$ cat config.mk
export PLATFORM = sky130hd
export DESIGN_NAME = sha1_message_hasher_flat
export DESIGN_NICKNAME = d
export VERILOG_FILES = /design/src/rtl/sha1mh_pkg.sv /design/src/rtl/sha1mh_if.sv /design/src/rtl/sha1mh_datapath.sv /design/src/rtl/sha1mh_ctrl.sv /design/src/rtl/sha1_message_hasher.sv /design/src/flat_wrapper.sv
export SDC_FILE = /design/constraint.sdc
export NUM_CORES = 2
export LEC_CHECK = 0
export BUFFER_PORTS_ARGS = -buffer_cell sky130_fd_sc_hd__clkbuf_2
export CORE_ASPECT_RATIO = 1.5
export CORE_MARGIN = 10
export CORE_UTILIZATION = 64
export DETAILED_ROUTE_END_ITERATION = 12
export GPL_ROUTABILITY_DRIVEN = 0
export PLACE_DENSITY = 0.81
export SYNTH_ARGS = -nofsm -noshare
export SYNTH_HDL_FRONTEND = slang
export SYNTH_SLANG_ARGS = --single-unit
$ cat constraint.sdc
create_clock -name i_clk -period 57.8 [get_ports i_clk]
set_input_delay 5.78 -clock i_clk [delete_from_list [all_inputs] [get_ports i_clk]]
set_output_delay 5.78 -clock i_clk [all_outputs]
set_load 0.005 [all_outputs]
$ cat src/rtl/sha1mh_pkg.sv
// ----------------------------------------------------------------------------
// sha1mh_pkg
// Shared types and constants for the SHA-1 message hasher: word type, initial
// hash words, datapath operations and the controller/datapath handshake.
// ----------------------------------------------------------------------------
package sha1mh_pkg;

    typedef logic [31:0] t_word;

    localparam int unsigned NUM_DIGEST = 5;

    // Initial hash words
    localparam t_word IV [NUM_DIGEST] = '{
        32'h6745_2301, 32'hEFCD_AB89, 32'h98BA_DCFE, 32'h1032_5476, 32'hC3D2_E1F0
    };

    // Round constants
    localparam t_word K_CH  = 32'h5A82_7999;
    localparam t_word K_P1  = 32'h6ED9_EBA1;
    localparam t_word K_MAJ = 32'h8F1B_BCDC;
    localparam t_word K_P2  = 32'hCA62_C1D6;

    // Pad byte 0x80 in the leading byte position
    localparam t_word PAD_WORD = 32'h8000_0000;

    // Position of the final digest word
    localparam logic [2:0] LAST_IDX = 3'd4;

    typedef enum logic [3:0] {
        OP_NONE,
        OP_ABSORB,
        OP_PAD,
        OP_ZERO,
        OP_LEN_HI,
        OP_LEN_LO,
        OP_ROUND,
        OP_ADD,
        OP_CLEAR
    } t_op;

    typedef struct packed {
        t_op        op;
        logic [2:0] out_idx;
    } t_cmd;

    typedef struct packed {
        logic blk_full;    // this insertion completes the 16th buffer word
        logic acc_empty;   // no partial word held
        logic at_len;      // 14 words buffered: length words go next
        logic round_done;  // final round of the compression
    } t_stat;

endpackage

$ cat src/rtl/sha1mh_if.sv
// ----------------------------------------------------------------------------
// sha1mh_if
// Valid/ready channels of the SHA-1 message hasher: message words in,
// digest words out.
// ----------------------------------------------------------------------------
interface sha1mh_msg_if;
    logic        valid;
    logic        ready;
    logic [31:0] data_word;
    logic [2:0]  bytes_valid;
    logic        last;

    modport source (output valid, output data_word, output bytes_valid, output last,
                    input ready);
    modport sink   (input valid, input data_word, input bytes_valid, input last,
                    output ready);
endinterface

interface sha1mh_dig_if;
    logic        valid;
    logic        ready;
    logic [31:0] digest_word;
    logic [2:0]  word_index;
    logic        digest_end;

    modport source (output valid, output digest_word, output word_index, output digest_end,
                    input ready);
    modport sink   (input valid, input digest_word, input word_index, input digest_end,
                    output ready);
endinterface

$ cat src/rtl/sha1mh_datapath.sv
// ----------------------------------------------------------------------------
// sha1mh_datapath
// Byte packer, 16-word block buffer and schedule window, single round unit,
// chaining words and bit-length counter.
// ----------------------------------------------------------------------------
module sha1mh_datapath (
    input  logic               i_clk,
    input  logic               i_rst_n,
    input  sha1mh_pkg::t_cmd   i_cmd,
    input  logic [31:0]        i_data_word,
    input  logic [2:0]         i_bytes_valid,
    output sha1mh_pkg::t_stat  o_stat,
    output logic [31:0]        o_digest_word
);

    sha1mh_pkg::t_word r_buf   [16];
    sha1mh_pkg::t_word r_chain [sha1mh_pkg::NUM_DIGEST];
    sha1mh_pkg::t_word r_work  [sha1mh_pkg::NUM_DIGEST];
    logic [31:0] r_acc;
    logic [1:0]  r_acc_cnt;
    logic [3:0]  r_wcnt;
    logic [63:0] r_len;
    logic [6:0]  r_round;

    logic [31:0] ins_data;
    logic [2:0]  ins_n;
    logic [31:0] ins_mask;
    logic [31:0] acc_keep;
    logic [63:0] cat;
    logic [2:0]  total;
    logic        push;

    logic [31:0] f_val;
    logic [31:0] k_val;
    logic [31:0] t_val;
    logic [31:0] sched;
    logic [31:0] xa, xb, xc, xd, xe;

    // Select the bytes to insert
    always_comb begin
        ins_data = 32'h0;
        ins_n    = 3'd0;
        case (i_cmd.op)
            sha1mh_pkg::OP_ABSORB: begin
                ins_data = i_data_word;
                ins_n    = (i_bytes_valid > 3'd4) ? 3'd4 : i_bytes_valid;
            end
            sha1mh_pkg::OP_PAD: begin
                ins_data = sha1mh_pkg::PAD_WORD;
                ins_n    = 3'd1;
            end
            sha1mh_pkg::OP_ZERO: begin
                ins_data = 32'h0;
                ins_n    = 3'd4 - {1'b0, r_acc_cnt};
            end
            sha1mh_pkg::OP_LEN_HI: begin
                ins_data = r_len[63:32];
                ins_n    = 3'd4;
            end
            sha1mh_pkg::OP_LEN_LO: begin
                ins_data = r_len[31:0];
                ins_n    = 3'd4;
            end
            default: begin
                ins_data = 32'h0;
                ins_n    = 3'd0;
            end
        endcase
    end

    always_comb begin
        case (ins_n)
            3'd0:    ins_mask = 32'h0000_0000;
            3'd1:    ins_mask = 32'hFF00_0000;
            3'd2:    ins_mask = 32'hFFFF_0000;
            3'd3:    ins_mask = 32'hFFFF_FF00;
            default: ins_mask = 32'hFFFF_FFFF;
        endcase
    end

    // Keep only the bytes actually held in the partial word
    always_comb begin
        case (r_acc_cnt)
            2'd0:    acc_keep = 32'h0000_0000;
            2'd1:    acc_keep = 32'hFF00_0000;
            2'd2:    acc_keep = 32'hFFFF_0000;
            default: acc_keep = 32'hFFFF_FF00;
        endcase
    end

    // Append new bytes behind the held partial word
    assign cat   = {r_acc & acc_keep, 32'h0} |
                   ({ins_data & ins_mask, 32'h0} >> {r_acc_cnt, 3'b000});
    assign total = {1'b0, r_acc_cnt} + ins_n;
    assign push  = total[2];

    assign o_stat.blk_full   = push && (r_wcnt == 4'd15);
    assign o_stat.acc_empty  = (r_acc_cnt == 2'd0);
    assign o_stat.at_len     = (r_wcnt == 4'd14);
    assign o_stat.round_done = (r_round == 7'd79);

    // Round unit
    assign xa = r_work[0];
    assign xb = r_work[1];
    assign xc = r_work[2];
    assign xd = r_work[3];
    assign xe = r_work[4];

    always_comb begin
        if (r_round < 7'd20) begin
            f_val = (xb & xc) | (~xb & xd);
            k_val = sha1mh_pkg::K_CH;
        end else if (r_round < 7'd40) begin
            f_val = xb ^ xc ^ xd;
            k_val = sha1mh_pkg::K_P1;
        end else if (r_round < 7'd60) begin
            f_val = (xb & xc) | (xb & xd) | (xc & xd);
            k_val = sha1mh_pkg::K_MAJ;
        end else begin
            f_val = xb ^ xc ^ xd;
            k_val = sha1mh_pkg::K_P2;
        end
    end

    assign t_val = {xa[26:0], xa[31:27]} + f_val + xe + k_val + r_buf[0];

    logic [31:0] sched_x;
    assign sched_x = r_buf[13] ^ r_buf[8] ^ r_buf[2] ^ r_buf[0];
    assign sched   = {sched_x[30:0], sched_x[31]};

    always_comb begin
        case (i_cmd.out_idx)
            3'd0:    o_digest_word = r_chain[0];
            3'd1:    o_digest_word = r_chain[1];
            3'd2:    o_digest_word = r_chain[2];
            3'd3:    o_digest_word = r_chain[3];
            default: o_digest_word = r_chain[4];
        endcase
    end

    // Buffer and partial word: payload, no reset
    always_ff @(posedge i_clk) begin
        case (i_cmd.op) inside
            sha1mh_pkg::OP_ABSORB, sha1mh_pkg::OP_PAD, sha1mh_pkg::OP_ZERO,
            sha1mh_pkg::OP_LEN_HI, sha1mh_pkg::OP_LEN_LO: begin
                if (push) begin
                    r_acc <= cat[31:0];
                    for (int j = 0; j < 15; j++) begin
                        r_buf[j] <= r_buf[j+1];
                    end
                    r_buf[15] <= cat[63:32];
                end else begin
                    r_acc <= cat[63:32];
                end
            end
            sha1mh_pkg::OP_ROUND: begin
                for (int j = 0; j < 15; j++) begin
                    r_buf[j] <= r_buf[j+1];
                end
                r_buf[15] <= sched;
            end
            default: begin
            end
        endcase
    end

    // Control and chaining state
    always_ff @(posedge i_clk) begin
        if (!i_rst_n) begin
            r_acc_cnt <= 2'd0;
            r_wcnt    <= 4'd0;
            r_len     <= 64'd0;
            r_round   <= 7'd0;
            for (int i = 0; i < sha1mh_pkg::NUM_DIGEST; i++) begin
                r_chain[i] <= sha1mh_pkg::IV[i];
                r_work[i]  <= sha1mh_pkg::IV[i];
            end
        end else begin
            case (i_cmd.op) inside
                sha1mh_pkg::OP_ABSORB, sha1mh_pkg::OP_PAD, sha1mh_pkg::OP_ZERO,
                sha1mh_pkg::OP_LEN_HI, sha1mh_pkg::OP_LEN_LO: begin
                    r_acc_cnt <= total[1:0];
                    if (push) begin
                        r_wcnt <= r_wcnt + 4'd1;
                    end
                    if (i_cmd.op == sha1mh_pkg::OP_ABSORB) begin
                        r_len <= r_len + {58'd0, ins_n, 3'b000};
                    end
                end
                sha1mh_pkg::OP_ROUND: begin
                    r_work[0] <= t_val;
                    r_work[1] <= xa;
                    r_work[2] <= {xb[1:0], xb[31:2]};
                    r_work[3] <= xc;
                    r_work[4] <= xd;
                    r_round   <= o_stat.round_done ? 7'd0 : r_round + 7'd1;
                end
                sha1mh_pkg::OP_ADD: begin
                    for (int i = 0; i < sha1mh_pkg::NUM_DIGEST; i++) begin
                        r_chain[i] <= r_chain[i] + r_work[i];
                        r_work[i]  <= r_chain[i] + r_work[i];
                    end
                end
                sha1mh_pkg::OP_CLEAR: begin
                    r_acc_cnt <= 2'd0;
                    r_wcnt    <= 4'd0;
                    r_len     <= 64'd0;
                    for (int i = 0; i < sha1mh_pkg::NUM_DIGEST; i++) begin
                        r_chain[i] <= sha1mh_pkg::IV[i];
                        r_work[i]  <= sha1mh_pkg::IV[i];
                    end
                end
                default: begin
                end
            endcase
        end
    end

endmodule

$ cat src/rtl/sha1mh_ctrl.sv
// ----------------------------------------------------------------------------
// sha1mh_ctrl
// Sequencer of the SHA-1 message hasher: absorb, compression rounds,
// padding steps and digest output.
// ----------------------------------------------------------------------------
module sha1mh_ctrl (
    input  logic              i_clk,
    input  logic              i_rst_n,
    input  logic              i_in_valid,
    input  logic              i_last,
    output logic              o_in_ready,
    output logic              o_out_valid,
    input  logic              i_out_ready,
    output logic [2:0]        o_word_index,
    output logic              o_digest_end,
    input  sha1mh_pkg::t_stat i_stat,
    output sha1mh_pkg::t_cmd  o_cmd
);

    typedef enum logic [2:0] {
        S_IDLE,
        S_ROUND,
        S_ADD,
        S_PAD,
        S_ZERO,
        S_LEN_HI,
        S_LEN_LO,
        S_OUT
    } t_state;

    t_state     r_state, n_state;
    t_state     r_ret,   n_ret;
    logic [2:0] r_idx,   n_idx;
    sha1mh_pkg::t_op op;

    always_comb begin
        n_state = r_state;
        n_ret   = r_ret;
        n_idx   = r_idx;
        op      = sha1mh_pkg::OP_NONE;
        unique case (r_state)
            S_IDLE: begin
                if (i_in_valid) begin
                    op = sha1mh_pkg::OP_ABSORB;
                    if (i_stat.blk_full) begin
                        n_ret   = i_last ? S_PAD : S_IDLE;
                        n_state = S_ROUND;
                    end else begin
                        n_state = i_last ? S_PAD : S_IDLE;
                    end
                end
            end
            S_PAD: begin
                op = sha1mh_pkg::OP_PAD;
                if (i_stat.blk_full) begin
                    n_ret   = S_ZERO;
                    n_state = S_ROUND;
                end else begin
                    n_state = S_ZERO;
                end
            end
            S_ZERO: begin
                if (i_stat.at_len && i_stat.acc_empty) begin
                    n_state = S_LEN_HI;
                end else begin
                    op = sha1mh_pkg::OP_ZERO;
                    if (i_stat.blk_full) begin
                        n_ret   = S_ZERO;
                        n_state = S_ROUND;
                    end
                end
            end
            S_LEN_HI: begin
                op      = sha1mh_pkg::OP_LEN_HI;
                n_state = S_LEN_LO;
            end
            S_LEN_LO: begin
                op      = sha1mh_pkg::OP_LEN_LO;
                n_ret   = S_OUT;
                n_state = S_ROUND;
            end
            S_ROUND: begin
                op = sha1mh_pkg::OP_ROUND;
                if (i_stat.round_done) begin
                    n_state = S_ADD;
                end
            end
            S_ADD: begin
                op      = sha1mh_pkg::OP_ADD;
                n_state = r_ret;
            end
            S_OUT: begin
                if (i_out_ready) begin
                    if (r_idx == sha1mh_pkg::LAST_IDX) begin
                        op      = sha1mh_pkg::OP_CLEAR;
                        n_idx   = 3'd0;
                        n_state = S_IDLE;
                    end else begin
                        n_idx = r_idx + 3'd1;
                    end
                end
            end
            default: begin
                n_state = S_IDLE;
            end
        endcase
    end

    always_ff @(posedge i_clk) begin
        if (!i_rst_n) begin
            r_state <= S_IDLE;
            r_ret   <= S_IDLE;
            r_idx   <= 3'd0;
        end else begin
            r_state <= n_state;
            r_ret   <= n_ret;
            r_idx   <= n_idx;
        end
    end

    assign o_cmd.op      = op;
    assign o_cmd.out_idx = r_idx;
    assign o_in_ready    = (r_state == S_IDLE);
    assign o_out_valid   = (r_state == S_OUT);
    assign o_word_index  = r_idx;
    assign o_digest_end  = (r_idx == sha1mh_pkg::LAST_IDX);

endmodule

$ cat src/rtl/sha1_message_hasher.sv
// ----------------------------------------------------------------------------
// sha1_message_hasher
// SHA-1 digest over a byte message streamed as big-endian 32-bit words.
// ----------------------------------------------------------------------------
// Feed the message as words with a count of valid leading bytes (counts above
// four count as four; short or empty words may come anywhere and the bytes
// simply pack on); mark the final word with last. A word is taken whenever
// no compression or padding step runs; every completed sixteen-word block
// triggers a compression (80 rounds through one shared round unit, then the
// chaining add). After the last word the block appends the 0x80 byte, zero
// fill (up to sixteen buffer words, one a cycle outside a compression, then
// a step that inserts nothing to turn to the length) and the two length
// words, runs one or two compressions, and then offers the five digest words,
// most significant first, each held until it is taken. No new message word
// is taken from the last word until the fifth digest word has gone; the hash
// state then returns to the initial words.
// ----------------------------------------------------------------------------
module sha1_message_hasher (
    input  logic          i_clk,
    input  logic          i_rst_n,
    sha1mh_msg_if.sink    i_msg,
    sha1mh_dig_if.source  o_dig
);

    sha1mh_pkg::t_cmd  cmd;
    sha1mh_pkg::t_stat stat;

    // Sequencer: decides what the datapath does each cycle
    sha1mh_ctrl u_ctrl (
        .i_clk        (i_clk),
        .i_rst_n      (i_rst_n),
        .i_in_valid   (i_msg.valid),
        .i_last       (i_msg.last),
        .o_in_ready   (i_msg.ready),
        .o_out_valid  (o_dig.valid),
        .i_out_ready  (o_dig.ready),
        .o_word_index (o_dig.word_index),
        .o_digest_end (o_dig.digest_end),
        .i_stat       (stat),
        .o_cmd        (cmd)
    );

    // Datapath: packing, schedule, rounds, chaining and length
    sha1mh_datapath u_datapath (
        .i_clk         (i_clk),
        .i_rst_n       (i_rst_n),
        .i_cmd         (cmd),
        .i_data_word   (i_msg.data_word),
        .i_bytes_valid (i_msg.bytes_valid),
        .o_stat        (stat),
        .o_digest_word (o_dig.digest_word)
    );

endmodule

$ cat src/flat_wrapper.sv
// flat-port wrapper written by rule: the top's interface ports become plain ports
module sha1_message_hasher_flat 
  (i_clk, i_rst_n, i_msg_valid, i_msg_data_word, i_msg_bytes_valid, i_msg_last, i_msg_ready, o_dig_valid, o_dig_digest_word, o_dig_word_index, o_dig_digest_end, o_dig_ready);
  sha1mh_msg_if i_msg_i ();
  sha1mh_dig_if o_dig_i ();
  input  logic i_clk;
  input  logic i_rst_n;
  input wire logic [$bits(i_msg_i.valid)-1:0] i_msg_valid;
  input wire logic [$bits(i_msg_i.data_word)-1:0] i_msg_data_word;
  input wire logic [$bits(i_msg_i.bytes_valid)-1:0] i_msg_bytes_valid;
  input wire logic [$bits(i_msg_i.last)-1:0] i_msg_last;
  output wire logic [$bits(i_msg_i.ready)-1:0] i_msg_ready;
  output wire logic [$bits(o_dig_i.valid)-1:0] o_dig_valid;
  output wire logic [$bits(o_dig_i.digest_word)-1:0] o_dig_digest_word;
  output wire logic [$bits(o_dig_i.word_index)-1:0] o_dig_word_index;
  output wire logic [$bits(o_dig_i.digest_end)-1:0] o_dig_digest_end;
  input wire logic [$bits(o_dig_i.ready)-1:0] o_dig_ready;
  assign i_msg_i.valid = i_msg_valid;
  assign i_msg_i.data_word = i_msg_data_word;
  assign i_msg_i.bytes_valid = i_msg_bytes_valid;
  assign i_msg_i.last = i_msg_last;
  assign i_msg_ready = i_msg_i.ready;
  assign o_dig_valid = o_dig_i.valid;
  assign o_dig_digest_word = o_dig_i.digest_word;
  assign o_dig_word_index = o_dig_i.word_index;
  assign o_dig_digest_end = o_dig_i.digest_end;
  assign o_dig_i.ready = o_dig_ready;
  sha1_message_hasher u_core (.i_clk(i_clk), .i_rst_n(i_rst_n), .i_msg(i_msg_i), .o_dig(o_dig_i));
endmodule
==> results.toml <==
[power_and_ir_drop]
p_int_mw = 1.99
power_frac_comb_pct = 47.1
seq_power_share_pct = 36.3
power.leakage_nw = 19.4
pwr-share-clk_pct = 16.6
power_switching_mw = 1.39
p_per_area_nw_per_um2 = 64.5
vdd_drop_max_uv = 53.6
sw_frac_of_total_pct = 41.1

[clock_network]
clock_latency_ns = 0.67
holdBufCountCts = 0
cts_tree = "built"
cts_setup_buffers = 0
clkTransAtPathRegs_ns = 0.06
clock_sinks = 938
clockBufferDepth = 3
h-tree-depth = 3
numCtsBuffers = 85
ctsResizeCount = 0
cts_root_buf = "clkbuf_16"

[floorplan]
die-width_um = 244
ios = 78
die_area_um2 = 87000
start_util_pct = 64.4
rows = 123
die_h_um = 356
design.core.area_um2 = 74900

[layout]
multi_input_area_um2 = 19700
nets = 4347
fin_util_pct = 69.9
regArea_um2 = 27300
drive_gt1_share_pct = 7.67
area_delta_synth_final_pct = 8.66
diodes = 0
fillers = 5087

[synthesis]
netlist-cell-type-count = 84
syn_nets = 4280
syn_inst = 3906
synth-edff-count = 856
ys_async_sr_fraction_pct = 0
ys_seq_area_share_pct = 56.7
syn_area_um2 = 48200
yosysWarnings = 0
synthFlopType = "edfxtp_1"
avgSynthCellArea_um2 = 12.3
synth-seq-cells = 938

[routing]
wl_um = 124000
vias = 32700
drc = 0
dr.first_iter.drc_count = 3672
viasPerCell = 6.48
dr.pass1.iters = 8
wl_per_cell_um = 24.6
antenna_left = 0

[worst_setup_path]
arrival_ns = 10.84
critPathMaxFanout = 214
ff2ff_path_depth = 27
r2r_setup_slack_ns = 48.80
critPathLaunchType = "input port"
cp-end-kind = "flip-flop"
worstSetupPathType = "in2reg"
crit_required_ns = 58.07

[global_route]
grt_max_degree = 215
gr-usage-all-layers_pct = 28.2
grt_pass1_wl_um = 189000
antenna_found_initial = 0
grt_pass1_vias = 32700
grt_overflow = 0

[sta]
finClkSkew_ns = 0.0279
setup-tns-final_ns = 0
slew_headroom_pct = 14.0
setup_viol = 0
rsz0062_at_grt = "no"
fin_crit_sh_pct = 18.3
slew_violations = 0
tightest_slew_ns = 1.28
min_period_ns = 10.57
hold_viol_final = 0
max_freq_mhz = 94.6

[hold_path]
hold_path.class = "reg2reg"
min_path_cells = 0

[flow_run]
maxCapViolations = 0

[run_status]
outcome = "finished, final reports clean"

[place]
io_buffers = 77
dp_hpwl_um = 84800
[worst max-delay path, stage by stage]
cell and delay (ns):
clkbuf_2 0.13, nor2b_1 0.16, a32oi_1 0.30, o21ai_0 0.17, ha_1 0.30, fa_1 0.48, xnor2_4 0.17, buf_4 0.29
o21ai_4 0.22, buf_4 0.80, buf_12 0.77, buf_4 0.94
[power by group through the flow]
stage	combinational, mW	clock (mW)	sequential [mW]
after global placement	1.49	0	1.22
after floorplan	1.15	0	1.46
after detailed placement	1.53	0	1.23
final	1.59	0.562	1.23
after CTS	1.57	0.568	1.22
after global routing	1.75	0.591	1.25
[Yosys cell counts, types with 8 or more instances]
cell type | instances | area (um^2)
dfxtp_1 | 82 | 1640
ha_1 | 212 | 2650
a222oi_1 | 29 | 290
and2_1 | 30 | 188
nor3_1 | 38 | 190
or2_2 | 14 | 87.6
a31oi_1 | 29 | 181
inv_1 | 210 | 788
nand3_1 | 78 | 390
a22o_1 | 10 | 87.6
or3_1 | 32 | 200
fa_1 | 122 | 2440
o31ai_1 | 8 | 60.1
a21o_1 | 139 | 1040
nor2b_1 | 36 | 225
clkbuf_1 | 106 | 398
nand2b_1 | 47 | 294
a21boi_0 | 20 | 150
nor2_1 | 263 | 987
nand2_1 | 268 | 1010
a211oi_1 | 25 | 188
o21bai_1 | 26 | 195
o221ai_1 | 9 | 78.8
mux2_2 | 13 | 146
and3_1 | 43 | 269
o211ai_1 | 25 | 188
edfxtp_1 | 856 | 25700
a22oi_1 | 74 | 556
xnor2_1 | 188 | 1650
o21ai_0 | 177 | 886
o221a_2 | 19 | 214
nand4_1 | 27 | 169
o22ai_1 | 13 | 81.3
a21oi_1 | 222 | 1110
buf_1 | 15 | 56.3
xor2_1 | 113 | 990
mux2i_1 | 40 | 400
o21a_1 | 111 | 833
a221oi_1 | 14 | 123
[final cells by class]
class                      instances  area share, %
sequential                       938           52.2
multi-input combinational       2626           37.5
clock buffer                     108           4.36
tap                             1000           2.39
inverter                         213           1.53
timing repair buffer             109           1.22
clock inverter                    48          0.836
[flip-flops by register name (all words and copies together) (netlist names), 3 cells and up]
register                    flops
u_core.u_datapath.r_work      160
u_core.u_datapath.r_buf       512
u_core.u_datapath.r_wcnt        4
u_core.u_datapath.r_chain     160
u_core.u_datapath.r_len        61
u_core.u_datapath.r_acc        24
u_core.u_ctrl.r_state           3
u_core.u_datapath.r_round       7
u_core.u_ctrl.o_word_index      3
[layer usage]
layer / wire (um) / up-vias / global-route usage (%)
met5: 0 / - / 0
met4: 8820 / 0 / 18.6
li1: - / 14600 / -
met3: 8960 / 433 / 4.55
met1: 44900 / 16000 / 33.1
met2: 61200 / 1638 / 47.6
[metrics by stage]
step	total power, mW	instances	worst slack [ns]	hold slack, ns	instance area, um^2
after CTS	3.36	5042	47.34	0.413	52400
after floorplan	2.61	3906	12.77	0.400	48200
after global routing	3.58	5042	46.80	0.415	52400
after detailed placement	2.76	4886	46.62	0.405	49700
final	3.38	5042	47.23	0.405	52400
after global placement	2.71	4886	46.74	0.400	49700
[layout by cell type, fill, tap and decap left out, types with 47 or more instances in the layout]
| cell type | instances |
|---|---|
| clkbuf_16 | 86 |
| dfxtp_1 | 82 |
| nor2_1 | 262 |
| nand2b_1 | 47 |
| nand3_1 | 78 |
| a21o_1 | 139 |
| ha_1 | 210 |
| fa_1 | 122 |
| edfxtp_1 | 856 |
| nand2_1 | 265 |
| xor2_1 | 113 |
| a22oi_1 | 74 |
| a21oi_1 | 222 |
| clkbuf_2 | 77 |
| inv_1 | 210 |
| o21a_1 | 111 |
| xnor2_1 | 188 |
| o21ai_0 | 175 |
[final timing paths]
| check | from | endpoint |
|---|---|---|
| max | i_msg_valid | u_core.u_datapath.r_buf[1][151]$_DFFE_PP_ |
| min | u_core.u_datapath.r_buf[0][242]$_DFFE_PP_ | u_core.u_datapath.r_buf[0][210]$_DFFE_PP_ |
| max reg2reg | u_core.u_datapath.r_round[4]$_SDFFE_PN0P_ | u_core.u_datapath.r_work[0][30]$_SDFFCE_PP1P_ |
| min reg2reg | u_core.u_datapath.r_buf[0][242]$_DFFE_PP_ | u_core.u_datapath.r_buf[0][210]$_DFFE_PP_ |
[logic make-up (layout without fill, tap and decap cells)]
family / after synthesis / in the layout / synth area share, %
AND/OR/NAND/NOR: 917 / 917 / 9.12
adder cells (fa/ha/maj): 334 / 334 / 10.6
XOR/XNOR: 302 / 302 / 5.50
flip-flops: 938 / 938 / 56.7
buffers and inverters: 342 / 478 / 2.69
multiplexers: 53 / 53 / 1.13
AO/OA/AOI/OAI: 1020 / 1020 / 14.3
Power figures use the tool's default switching activity.
